$ cat src/hw/rtl/assert_macros.svh
// assertion macros for the ladder lowpass rtl
// no dependencies; empty bodies when SYNTH is defined
`ifndef ASSERT_MACROS_SVH
`define ASSERT_MACROS_SVH
`ifndef SYNTH
`define ASSERT_IMPLIES(label, clk, rst, a, b) \
  label: assert property (@(posedge clk) disable iff (rst) (a) |-> (b)) else $error("fail");
`define ASSERT_NEXT(label, clk, rst, a, b) \
  label: assert property (@(posedge clk) disable iff (rst) (a) |=> (b)) else $error("fail");
`else
`define ASSERT_IMPLIES(label, clk, rst, a, b)
`define ASSERT_NEXT(label, clk, rst, a, b)
`endif
`endif

$ cat src/hw/rtl/llf_pkg.sv
// shared constants and types for the ladder lowpass filter
// no dependencies
package llf_pkg;
  localparam int LOG_BLOCK = 6;
  localparam int IDX_W = (LOG_BLOCK < 1) ? 1 : LOG_BLOCK;
  localparam logic [31:0] Q24_ONE = 32'h0100_0000;
  localparam logic [63:0] LOOP_LIMIT = 64'h0001_0000_0100_0000;

  typedef enum logic [6:0] {
    ST_IDLE  = 7'b0000001,
    ST_START = 7'b0000010,
    ST_DIV   = 7'b0000100,
    ST_RAMP  = 7'b0001000,
    ST_MUL   = 7'b0010000,
    ST_ADD   = 7'b0100000,
    ST_OUT   = 7'b1000000
  } state_t;
endpackage

$ cat src/hw/rtl/llf_mul.sv
// bit-serial signed 32x32 multiplier, two multiplier bits per cycle
// uses llf_pkg; result is (a*b)>>>24 truncated to 32 bits
module llf_mul import llf_pkg::*; (
  input  logic        clk,
  input  logic        rst,
  input  logic        start,
  input  logic [31:0] a,
  input  logic [31:0] b,
  output logic        done,
  output logic [31:0] prod
);
  logic [63:0] acc;
  logic [63:0] mcand;
  logic [31:0] mplier;
  logic [4:0]  cnt;
  logic        busy;
  logic [63:0] pp0, pp1;

  assign pp0 = mplier[0] ? mcand : 64'd0;
  assign pp1 = mplier[1] ? (cnt == 5'd15 ? -(mcand << 1) : (mcand << 1)) : 64'd0;
  assign prod = acc[55:24];

  always_ff @(posedge clk) begin
    if (rst) begin
      busy <= 1'b0;
      done <= 1'b0;
    end else begin
      done <= 1'b0;
      if (start) begin
        busy <= 1'b1;
        cnt <= 5'd0;
        acc <= 64'd0;
        mcand <= {{32{a[31]}}, a};
        mplier <= b;
      end else if (busy) begin
        acc <= acc + pp0 + pp1;
        mcand <= mcand << 2;
        mplier <= mplier >> 2;
        cnt <= cnt + 5'd1;
        if (cnt == 5'd15) begin
          busy <= 1'b0;
          done <= 1'b1;
        end
      end
    end
  end
endmodule

$ cat src/hw/rtl/ladder_lowpass_filter_core.sv
// channel  | valid         | stall         | payload
// input    | in_valid      | in_stall      | sample_in cutoff_coeff resonance
// output   | out_valid     | out_stall     | filtered
// one sample is taken at a time, from accept to the next accept: five products on one shared
// two-bit-per-cycle multiplier; a block start adds the loop gain product, and the restoring
// divider when the loop gain limit applies
// reset clears the state machine, stages, ramps and block index; the input is free while a result
// waits, a new result holds until the stalled one is taken
// top level of the ladder lowpass; uses llf_pkg, llf_mul, assert_macros.svh
`include "assert_macros.svh"
module ladder_lowpass_filter_core import llf_pkg::*; (
  input  logic               clk,
  input  logic               rst,
  input  logic               in_valid,
  output logic               in_stall,
  input  logic signed [31:0] sample_in,
  input  logic        [30:0] cutoff_coeff,
  input  logic signed [31:0] resonance,
  output logic               out_valid,
  input  logic               out_stall,
  output logic signed [31:0] filtered
);
  state_t state;
  logic [31:0] x [4];
  logic [31:0] coeff_now, gain_now, coeff_step, gain_step;
  logic [31:0] prev_coeff, prev_gain, sig, cut, res, k0, a0;
  logic [IDX_W-1:0] sample_index;
  logic [2:0] phase;
  logic [1:0] pidx, pnext;
  logic [31:0] rem, quo;
  logic [31:0] num;
  logic [5:0] dcnt;
  logic mstart, mdone;
  logic [31:0] ma, mb, prod;
  logic [32:0] trial;
  logic [31:0] a1;

  llf_mul u_mul (.clk, .rst, .start(mstart), .a(ma), .b(mb), .done(mdone), .prod);

  assign in_stall = (state != ST_IDLE);
  assign trial = {rem, num[31]} - {1'b0, a0};
  assign a1 = (cut < Q24_ONE) ? cut : Q24_ONE;
  assign pidx = phase[1:0] - 2'd1;
  assign pnext = phase[1:0];

  always_ff @(posedge clk) begin
    if (rst) begin
      state <= ST_IDLE;
      out_valid <= 1'b0;
      mstart <= 1'b0;
      for (int i = 0; i < 4; i++) x[i] <= 32'd0;
      coeff_now <= 32'd0; gain_now <= 32'd0;
      coeff_step <= 32'd0; gain_step <= 32'd0;
      prev_coeff <= 32'd0; prev_gain <= 32'd0;
      sample_index <= '0;
    end else begin
      mstart <= (state == ST_RAMP) || (state == ST_START && dcnt == 6'd0) ||
                (state == ST_ADD && phase != 3'd4);
      if (out_valid && !out_stall && state != ST_OUT) out_valid <= 1'b0;
      case (state)
        ST_IDLE: begin
          if (in_valid) begin
            sig <= sample_in;
            cut <= {1'b0, cutoff_coeff};
            res <= resonance;
            a0 <= (prev_coeff < Q24_ONE) ? prev_coeff : Q24_ONE;
            k0 <= prev_gain;
            if (sample_index == '0 || LOG_BLOCK == 0) begin
              state <= ST_START;
              dcnt <= 6'd0;
            end else state <= ST_RAMP;
          end
        end
        ST_START: begin
          if (dcnt == 6'd0) begin
            coeff_step <= 32'($signed(a1 - a0) >>> LOG_BLOCK);
            gain_step <= 32'($signed(res - k0) >>> LOG_BLOCK);
            ma <= a0; mb <= k0;
            dcnt <= 6'd1;
          end else if (mdone) begin
            if (a0 != 32'd0 && $signed(prod) > $signed(Q24_ONE)) begin
              rem <= 32'd0; num <= 32'h4000_0000; quo <= 32'd0;
              dcnt <= 6'd0;
              state <= ST_DIV;
            end else begin
              coeff_now <= a0; gain_now <= k0;
              state <= ST_RAMP;
            end
            prev_coeff <= cut; prev_gain <= res;
          end
        end
        ST_DIV: begin
          if (!trial[32]) begin
            rem <= trial[31:0]; quo <= {quo[30:0], 1'b1};
          end else begin
            rem <= {rem[30:0], num[31]}; quo <= {quo[30:0], 1'b0};
          end
          num <= num << 1;
          dcnt <= dcnt + 6'd1;
          if (dcnt == 6'd31) begin
            coeff_now <= a0;
            gain_now <= {quo[12:0], ~trial[32], 18'd0};
            state <= ST_RAMP;
          end
        end
        ST_RAMP: begin
          coeff_now <= coeff_now + coeff_step;
          gain_now <= gain_now + gain_step;
          ma <= gain_now + gain_step; mb <= x[3];
          phase <= 3'd0;
          state <= ST_MUL;
        end
        ST_MUL: begin
          if (mdone) state <= ST_ADD;
        end
        ST_ADD: begin
          if (phase == 3'd0) begin
            ma <= sig - prod - x[0];
          end else begin
            x[pidx] <= x[pidx] + prod;
            if (phase != 3'd4) ma <= x[pidx] + prod - x[pnext];
          end
          mb <= coeff_now;
          if (phase == 3'd4) state <= ST_OUT;
          else begin
            phase <= phase + 3'd1;
            state <= ST_MUL;
          end
        end
        ST_OUT: begin
          if (!(out_valid && out_stall)) begin
            out_valid <= 1'b1;
            filtered <= x[3];
            sample_index <= (LOG_BLOCK == 0) ? '0 : sample_index + 1'b1;
            state <= ST_IDLE;
          end
        end
        default: state <= ST_IDLE;
      endcase
    end
  end

  `ASSERT_NEXT(a_out_hold, clk, rst, out_valid && out_stall, out_valid && $stable(filtered))
  `ASSERT_IMPLIES(a_busy_stall, clk, rst, state != ST_IDLE, in_stall)
  `ASSERT_NEXT(a_mul_done, clk, rst, state == ST_MUL && mdone, state == ST_ADD)
endmodule

$ cat config.mk
export PLATFORM = sky130hd
export DESIGN_NAME = ladder_lowpass_filter_core
export DESIGN_NICKNAME = d
export VERILOG_FILES = /design/src/hw/rtl/llf_pkg.sv /design/src/hw/rtl/llf_mul.sv /design/src/hw/rtl/ladder_lowpass_filter_core.sv
export VERILOG_INCLUDE_DIRS = /design/src /design/src/hw/rtl
export SDC_FILE = /design/constraint.sdc
export NUM_CORES = 2
export LEC_CHECK = 0
export ABC_CLOCK_PERIOD_IN_PS = 31000
export BUFFER_PORTS_ARGS = -buffer_cell sky130_fd_sc_hd__buf_2
export CAP_MARGIN = 15
export CORE_ASPECT_RATIO = 1.25
export CORE_MARGIN = 5
export CORE_UTILIZATION = 55
export CTS_CLUSTER_DIAMETER = 40
export CTS_CLUSTER_SIZE = 30
export DETAILED_ROUTE_END_ITERATION = 8
export GPL_TIMING_DRIVEN = 0
export PLACE_DENSITY = 0.72
export SLEW_MARGIN = 15
export SYNTH_ARGS = -nofsm -noshare
export SYNTH_HDL_FRONTEND = slang
export SYNTH_SLANG_ARGS = --single-unit
$ cat constraint.sdc
create_clock -name clk -period 31 [get_ports clk]
set_input_delay 1.55 -clock clk [delete_from_list [all_inputs] [get_ports clk]]
set_output_delay 1.55 -clock clk [all_outputs]
set_load 0.05 [all_outputs]
# Word level (Yosys, flattened, before mapping)
# Memories as Yosys holds them, arrays and structs flattened. A register that Yosys moved wholly into a read port is not among the register bits.
# Cells that the tools add are included.
[classes]
n_addsub = 17
n_lt_le_gt_ge = 3
eq_ne = 27
mux = 72
n_bitwise = 5
n_reduce_logical = 34
[op_table]
columns = ["op", "count"]
rows = [
  ["two-way mux 32 bit", 22],
  ["two-way mux 64 bit", 6],
  ["one-hot mux 32 bit (3 select lines)", 4],
  ["adder 64 bit", 2],
  ["one-hot mux 32 bit (2 select lines)", 2],
  ["subtractor 32 bit", 4],
  ["adder 32 bit", 3],
  ["negation 64 bit", 1],
  ["less-than comparator 31 x 25 -> 1 bit (second input constant)", 2],
  ["two-way mux 7 bit", 7],
  ["one-hot mux 7 bit (7 select lines)", 1],
  ["subtractor 33 x 31 -> 33 bit", 1],
  ["> comparator 32 x 26 -> 1 bit (second input constant)", 1],
  ["nonzero test 32 bit", 1],
  ["OR reduction 32 bit", 1],
  ["subtractor 31 x 31 -> 32 bit", 1],
  ["two-way mux 31 bit", 1],
  ["two-way mux 6 bit", 5],
  ["one-hot mux 13 bit (2 select lines)", 1],
  ["one-hot mux 6 bit (3 select lines)", 1],
  ["two-way mux 1 bit", 15],
  ["AND reduction 3 bit", 5],
  ["inequality test 2 bit (second input constant)", 7],
  ["adder 6 x 1 -> 6 bit (second input constant)", 2],
  ["36 further kinds", 62],
]
[word_totals]
ff_bits = 701
ram_bits = 128
input_bits = 99
output_inout_bits = 34
word_cells = 188
n_memories = 1
[memory_table]
columns = ["name", "words", "word_bits", "rd", "rd_clocked_by_memory_dff", "write_ports", "line_no", "text"]
rows = [
  ["x", 4, 32, 4, 1, 4, "ladder_lowpass_filter_core.sv:24", "logic [31:0] x [4];"],
]

# Longest topological paths before layout
[logic_depth]
depth_word = 7
mapped_depth = 27
mapped_depth_nobuf = 26

# Hierarchy
# Synthesis repeated with hierarchy kept, for this count alone.
[hier_totals]
cells_unflattened = 4988
area_unflattened_um2 = 50166.9
[by_module_without_submodules]
columns = ["mod", "n_inst", "cells_per_inst", "area_per_inst_um2", "seq_area_each_um2"]
rows = [
  ["ladder_lowpass_filter_core", 1, 3744, 37765.0, 17076.4],
  ["llf_mul", 1, 1244, 12401.9, 4514.3],
]

# Worst setup path before layout
# No wires, ideal clock.
[synth_path]
kind = "input to register"
startpoint = "in rst"
endpoint = "reg a0[0], enable pin"
setup_ps = 902
t_arrival_ps = 13581
required_time_ps = 30098
slack_ps = 16518
path_stages = 4
n_path_buf = 3
path_cell_list = "clkbuf_1 clkbuf_1 clkbuf_1 nor3b_1"
[synth_via]
elab_chain_cells = 2
[synth_rtl]
columns = ["item", "line_no", "text"]
rows = [
  ["start: declaration", "ladder_lowpass_filter_core.sv:13", "input logic rst,"],
  ["NOT 1 bit (no source line)", "-", ""],
  ["AND reduction 3 bit (no source line)", "-", ""],
  ["end signal: assignment", "ladder_lowpass_filter_core.sv:66", "a0 <= (prev_coeff < Q24_ONE) ? prev_coeff : Q24_ONE;"],
  ["end: declaration", "ladder_lowpass_filter_core.sv:26", "logic [31:0] prev_coeff, prev_gain, sig, cut, res, k0, a0;"],
]
# No other way between the ends.
# A chain may end at the register's enable or synchronous reset.

# Worst setup path in the final report
[layout_path]
startpoint = "reg phase[0]"
endpoint = "reg ma[30], data pin"
[layout_via]
elab_chain_cells = 7
word_cells_on_any_way = 8
cone_classes = "add/sub: 3; mux: 3; reduce/logical: 1; memory: 1"
[layout_rtl]
columns = ["item", "line_no", "text"]
rows = [
  ["start: declaration", "ladder_lowpass_filter_core.sv:28", "logic [2:0] phase;"],
  ["start signal: assignment", "ladder_lowpass_filter_core.sv:126", "phase <= phase + 3'd1;"],
  ["subtractor 2 x 1 -> 2 bit", "ladder_lowpass_filter_core.sv:43", "assign pidx = phase[1:0] - 2'd1;"],
  ["memory (4 x 32 bit)", "-", ""],
  ["adder 32 bit", "ladder_lowpass_filter_core.sv:121", "if (phase != 3'd4) ma <= x[pidx] + prod - x[pnext];"],
  ["subtractor 32 bit", "ladder_lowpass_filter_core.sv:121", ""],
  ["two-way mux 32 bit", "ladder_lowpass_filter_core.sv:121", ""],
  ["two-way mux 32 bit *", "ladder_lowpass_filter_core.sv:117", "if (phase == 3'd0) begin"],
  ["one-hot mux 32 bit (3 select lines) *", "ladder_lowpass_filter_core.sv:60", "case (state)"],
  ["end signal: assignment", "ladder_lowpass_filter_core.sv:109", "ma <= gain_now + gain_step; mb <= x[3];"],
  ["end signal: assignment", "ladder_lowpass_filter_core.sv:118", "ma <= sig - prod - x[0];"],
  ["end signal: assignment", "ladder_lowpass_filter_core.sv:121", ""],
  ["end: declaration", "ladder_lowpass_filter_core.sv:34", "logic [31:0] ma, mb, prod;"],
]
# Every way passes the cells marked *; elsewhere a longest branch is shown, timed or not. The select of a mux whose other input is x is not followed.

==> out/results.tsv <==
metric	value	unit
final_nets	5894	
start_util	0.5559	
rr_endpoint	ma[30]	
postRouteWirelength	165000	microns
ant_nets	0	
rsz0062_at_grt	no	
p_leak	23.13	nW
largest_register	x	
clockBufferDepth	3	
r2r_slack	22.07	ns
antenna_found_initial	6	
cts_buffers	111	
cts_max_level	3	
viasPerCell	6.192	
holdCritPathClass	register to register	
power.share.sequential	0.376	
ys.flop_type	edfxtp_1	
coreArea	0.09018	sq mm
synth_seq_area_share	0.4307	
place.gp.congestion	1.080	
setup_ws	22.07	ns
initialDrtViolationCount	4086	
p_sw	1.100	mW
p_per_area	59.54	mW/mm^2
post-route-util	0.6307	
fillers	7555	
finalInstanceArea	0.05688	sq mm
grt_pass1_vias	40240	
synth_area	0.05013	sq mm
synth_top_area_share	0.3516	
drive_above_1_share	0.1028	
post_cts_buffers	0	
r2r-start	phase[0]	
vias	41400	
track_usage	0.3297	
cp_data_required_time	31.39	ns
final-hold-violation-count	0	
clockRootBuffer	clkbuf_16	
first_pass_iters	7	
ios	133	
maxCapViolations	0	
final_cell_mix	628 x nand2_1, 587 x edfxtp_1, 423 x inv_1, 416 x a21oi_1, 412 x nor2_1	
clock-sinks	785	
critical_path_arrival	9.32	ns
rows	123	
area_growth	13.46	%
r2r_cells	24	
layout_commonest_cell	nand2_1	
ys_ff_latch	785	
numPortBuffers	131	
die_w	280.0	microns
fin_crit_sh	0.2879	
endpoint_kind	register	
pre_cts_slack	22.38	ns
worstHoldStart	prev_gain[24]	
grt_pass1_wl	243300	microns
setup_viol	0	
pwr-share-comb	0.228	
netlist_top_cells_area	edfxtp_1 35%, dfxtp_1 7.9%, ha_1 7.5%	
ir_drop	52.79	uV
fmax	112.0	MHz
period_needed	8.926	ns
post-synth-top-area-cell	edfxtp_1	
worst_setup_path_start_kind	register	
yosys.cell_types.count	100	
hold_depth	0	
path_class	register to register	
clkPwrFrac	0.396	
chipHeight	347.6	microns
crit_path_max_fanout	10	
holdWs	0.4276	ns
intPower	2.286	mW
status	complete, no violations	
post_drt_wl_per_cell	24.68	microns
clkTransAtPathRegs	0.06	ns
clock_skew	0.04821	ns
drc	0	
place_area	0.05288	sq mm
tightest_slew	1.219	ns
clkLatencyLatePin	0.71	ns
slew_headroom	0.1666	
async_flop_share	0	
cts_hold_buf	0	
maxSlewViolCount	0	
synthesis.instances	5116	
grt-ovfl-total	0	
grt_max_degree	28	
cts_tree	yes	
finalSetupTns	0	ns
dp_hpwl	130400	microns
min_to	k0[24]	
p_sw_frac	0.3249	
die_area	0.09733	sq mm
largest_registers	x (128), u_mul.acc (56), u_mul.mcand (56)	
cts_resized	0	
ys.warnings.count	0	
largest_register_ff_count	128	
syn_avg_cell_area	9.799	sq um
synth_edf_count	587	
## per-layer routing
metal | wire [microns] | share of wire | vias to the layer above | track usage
met2 | 75770 | 0.46 | 2012 | 0.5350
met1 | 59920 | 0.36 | 19850 | 0.3975
met4 | 14840 | 0.090 | 2 | 0.2337
met3 | 14490 | 0.088 | 557 | 0.05852
met5 | 13 | 0.000079 | - | 0
li1 | - | - | 18980 | -
## stage by stage
| step | instances | power [mW] |
|---|---|---|
| after global placement | 6445 | 2.044 |
| after CTS | 6684 | 3.377 |
| after detailed placement | 6478 | 2.042 |
| final | 6686 | 3.386 |
| after floorplan | 5127 | 1.806 |
| after global routing | 6684 | 3.513 |
## cells by family after synthesis
logic type / Yosys count / synth area share
DFF: 785 / 0.4307
xor gates and xnor gates: 297 / 0.05381
other: 1 / 0.00007480
buffers and inverters: 632 / 0.04749
muxes: 137 / 0.04490
AOI/OAI and AO/OA: 1214 / 0.1564
adders and majority gates: 400 / 0.1130
and+or+nand+nor: 1650 / 0.1537
## power by group through the flow
stage | Combinational (mW) | Sequential, mW | Clock, mW
4_1_cts | 0.757 | 1.27 | 1.35
3_5_place_dp | 0.749 | 1.29 | 0
6_report | 0.773 | 1.27 | 1.34
2_1_floorplan | 0.529 | 1.28 | 0
5_1_grt | 0.837 | 1.28 | 1.40
3_3_place_gp | 0.722 | 1.32 | 0
## how the worst max path moves through the flow
stage	start	endpoint	slack [ns]	depth (start not counted)
after floorplan	rst	a0[0]	16.52	4
after global placement	rst	sig[10]	9.87	4
after detailed placement	phase[0]	ma[30]	22.38	24
after CTS	phase[0]	ma[30]	22.36	24
after global routing	phase[0]	ma[26]	21.72	24
final	phase[0]	ma[30]	22.07	24
## cell usage after synthesis, drive strengths merged (21+ instances only)
| library cell | count |
|---|---|
| o21a | 39 |
| a21oi | 417 |
| a22oi | 62 |
| inv | 423 |
| clkbuf | 185 |
| nand2b | 52 |
| nor2b | 51 |
| a211oi | 59 |
| buf | 24 |
| a21o | 127 |
| nand2 | 628 |
| edfxtp | 587 |
| nor3 | 86 |
| and3 | 56 |
| and2 | 70 |
| mux2 | 63 |
| or3 | 48 |
| fa | 91 |
| or2 | 21 |
| o21ai | 196 |
| nor4 | 27 |
| nand4 | 39 |
| o31ai | 38 |
| xnor2 | 200 |
| o21bai | 36 |
| ha | 300 |
| nand3 | 83 |
| mux4 | 64 |
| xor2 | 90 |
| dfxtp | 198 |
| a31oi | 31 |
| nor2 | 414 |
| o211ai | 35 |
## critical path: stages, from the launching register on
cell and delay (ns):
edfxtp_1 0.45, buf_1 0.74, inv_1 0.13, ha_1 0.31, clkbuf_1 0.50, clkbuf_1 0.72
mux4_2 0.42, ha_1 0.40, o211ai_1 0.12, o21ai_1 0.68, a21o_1 0.22, a21oi_1 0.07
xor2_1 0.41, inv_1 0.09, ha_1 0.39, o2111a_1 0.26, o21ai_0 0.17, a311oi_1 0.42
a32o_1 0.30, a21oi_1 0.12, o21a_1 0.21, o41ai_1 0.80, nand3_1 0.28, mux2i_1 0.22
nand4_1 0.18
## cell type report
class	instances	area, sq um	share of cell area
clock buffers	123	2853	0.05015
clock inverters	83	1131	0.01989
flip-flops and latches	785	21590	0.3796
multi-input cells	3710	26290	0.4621
repair buffers	164	1147	0.02017
plain buffers	209	794.5	0.01397
well taps	1187	1485	0.02611
inverters	423	1588	0.02791
diodes	2	5.005	0.00008799
(Power assumes the default switching activity.)
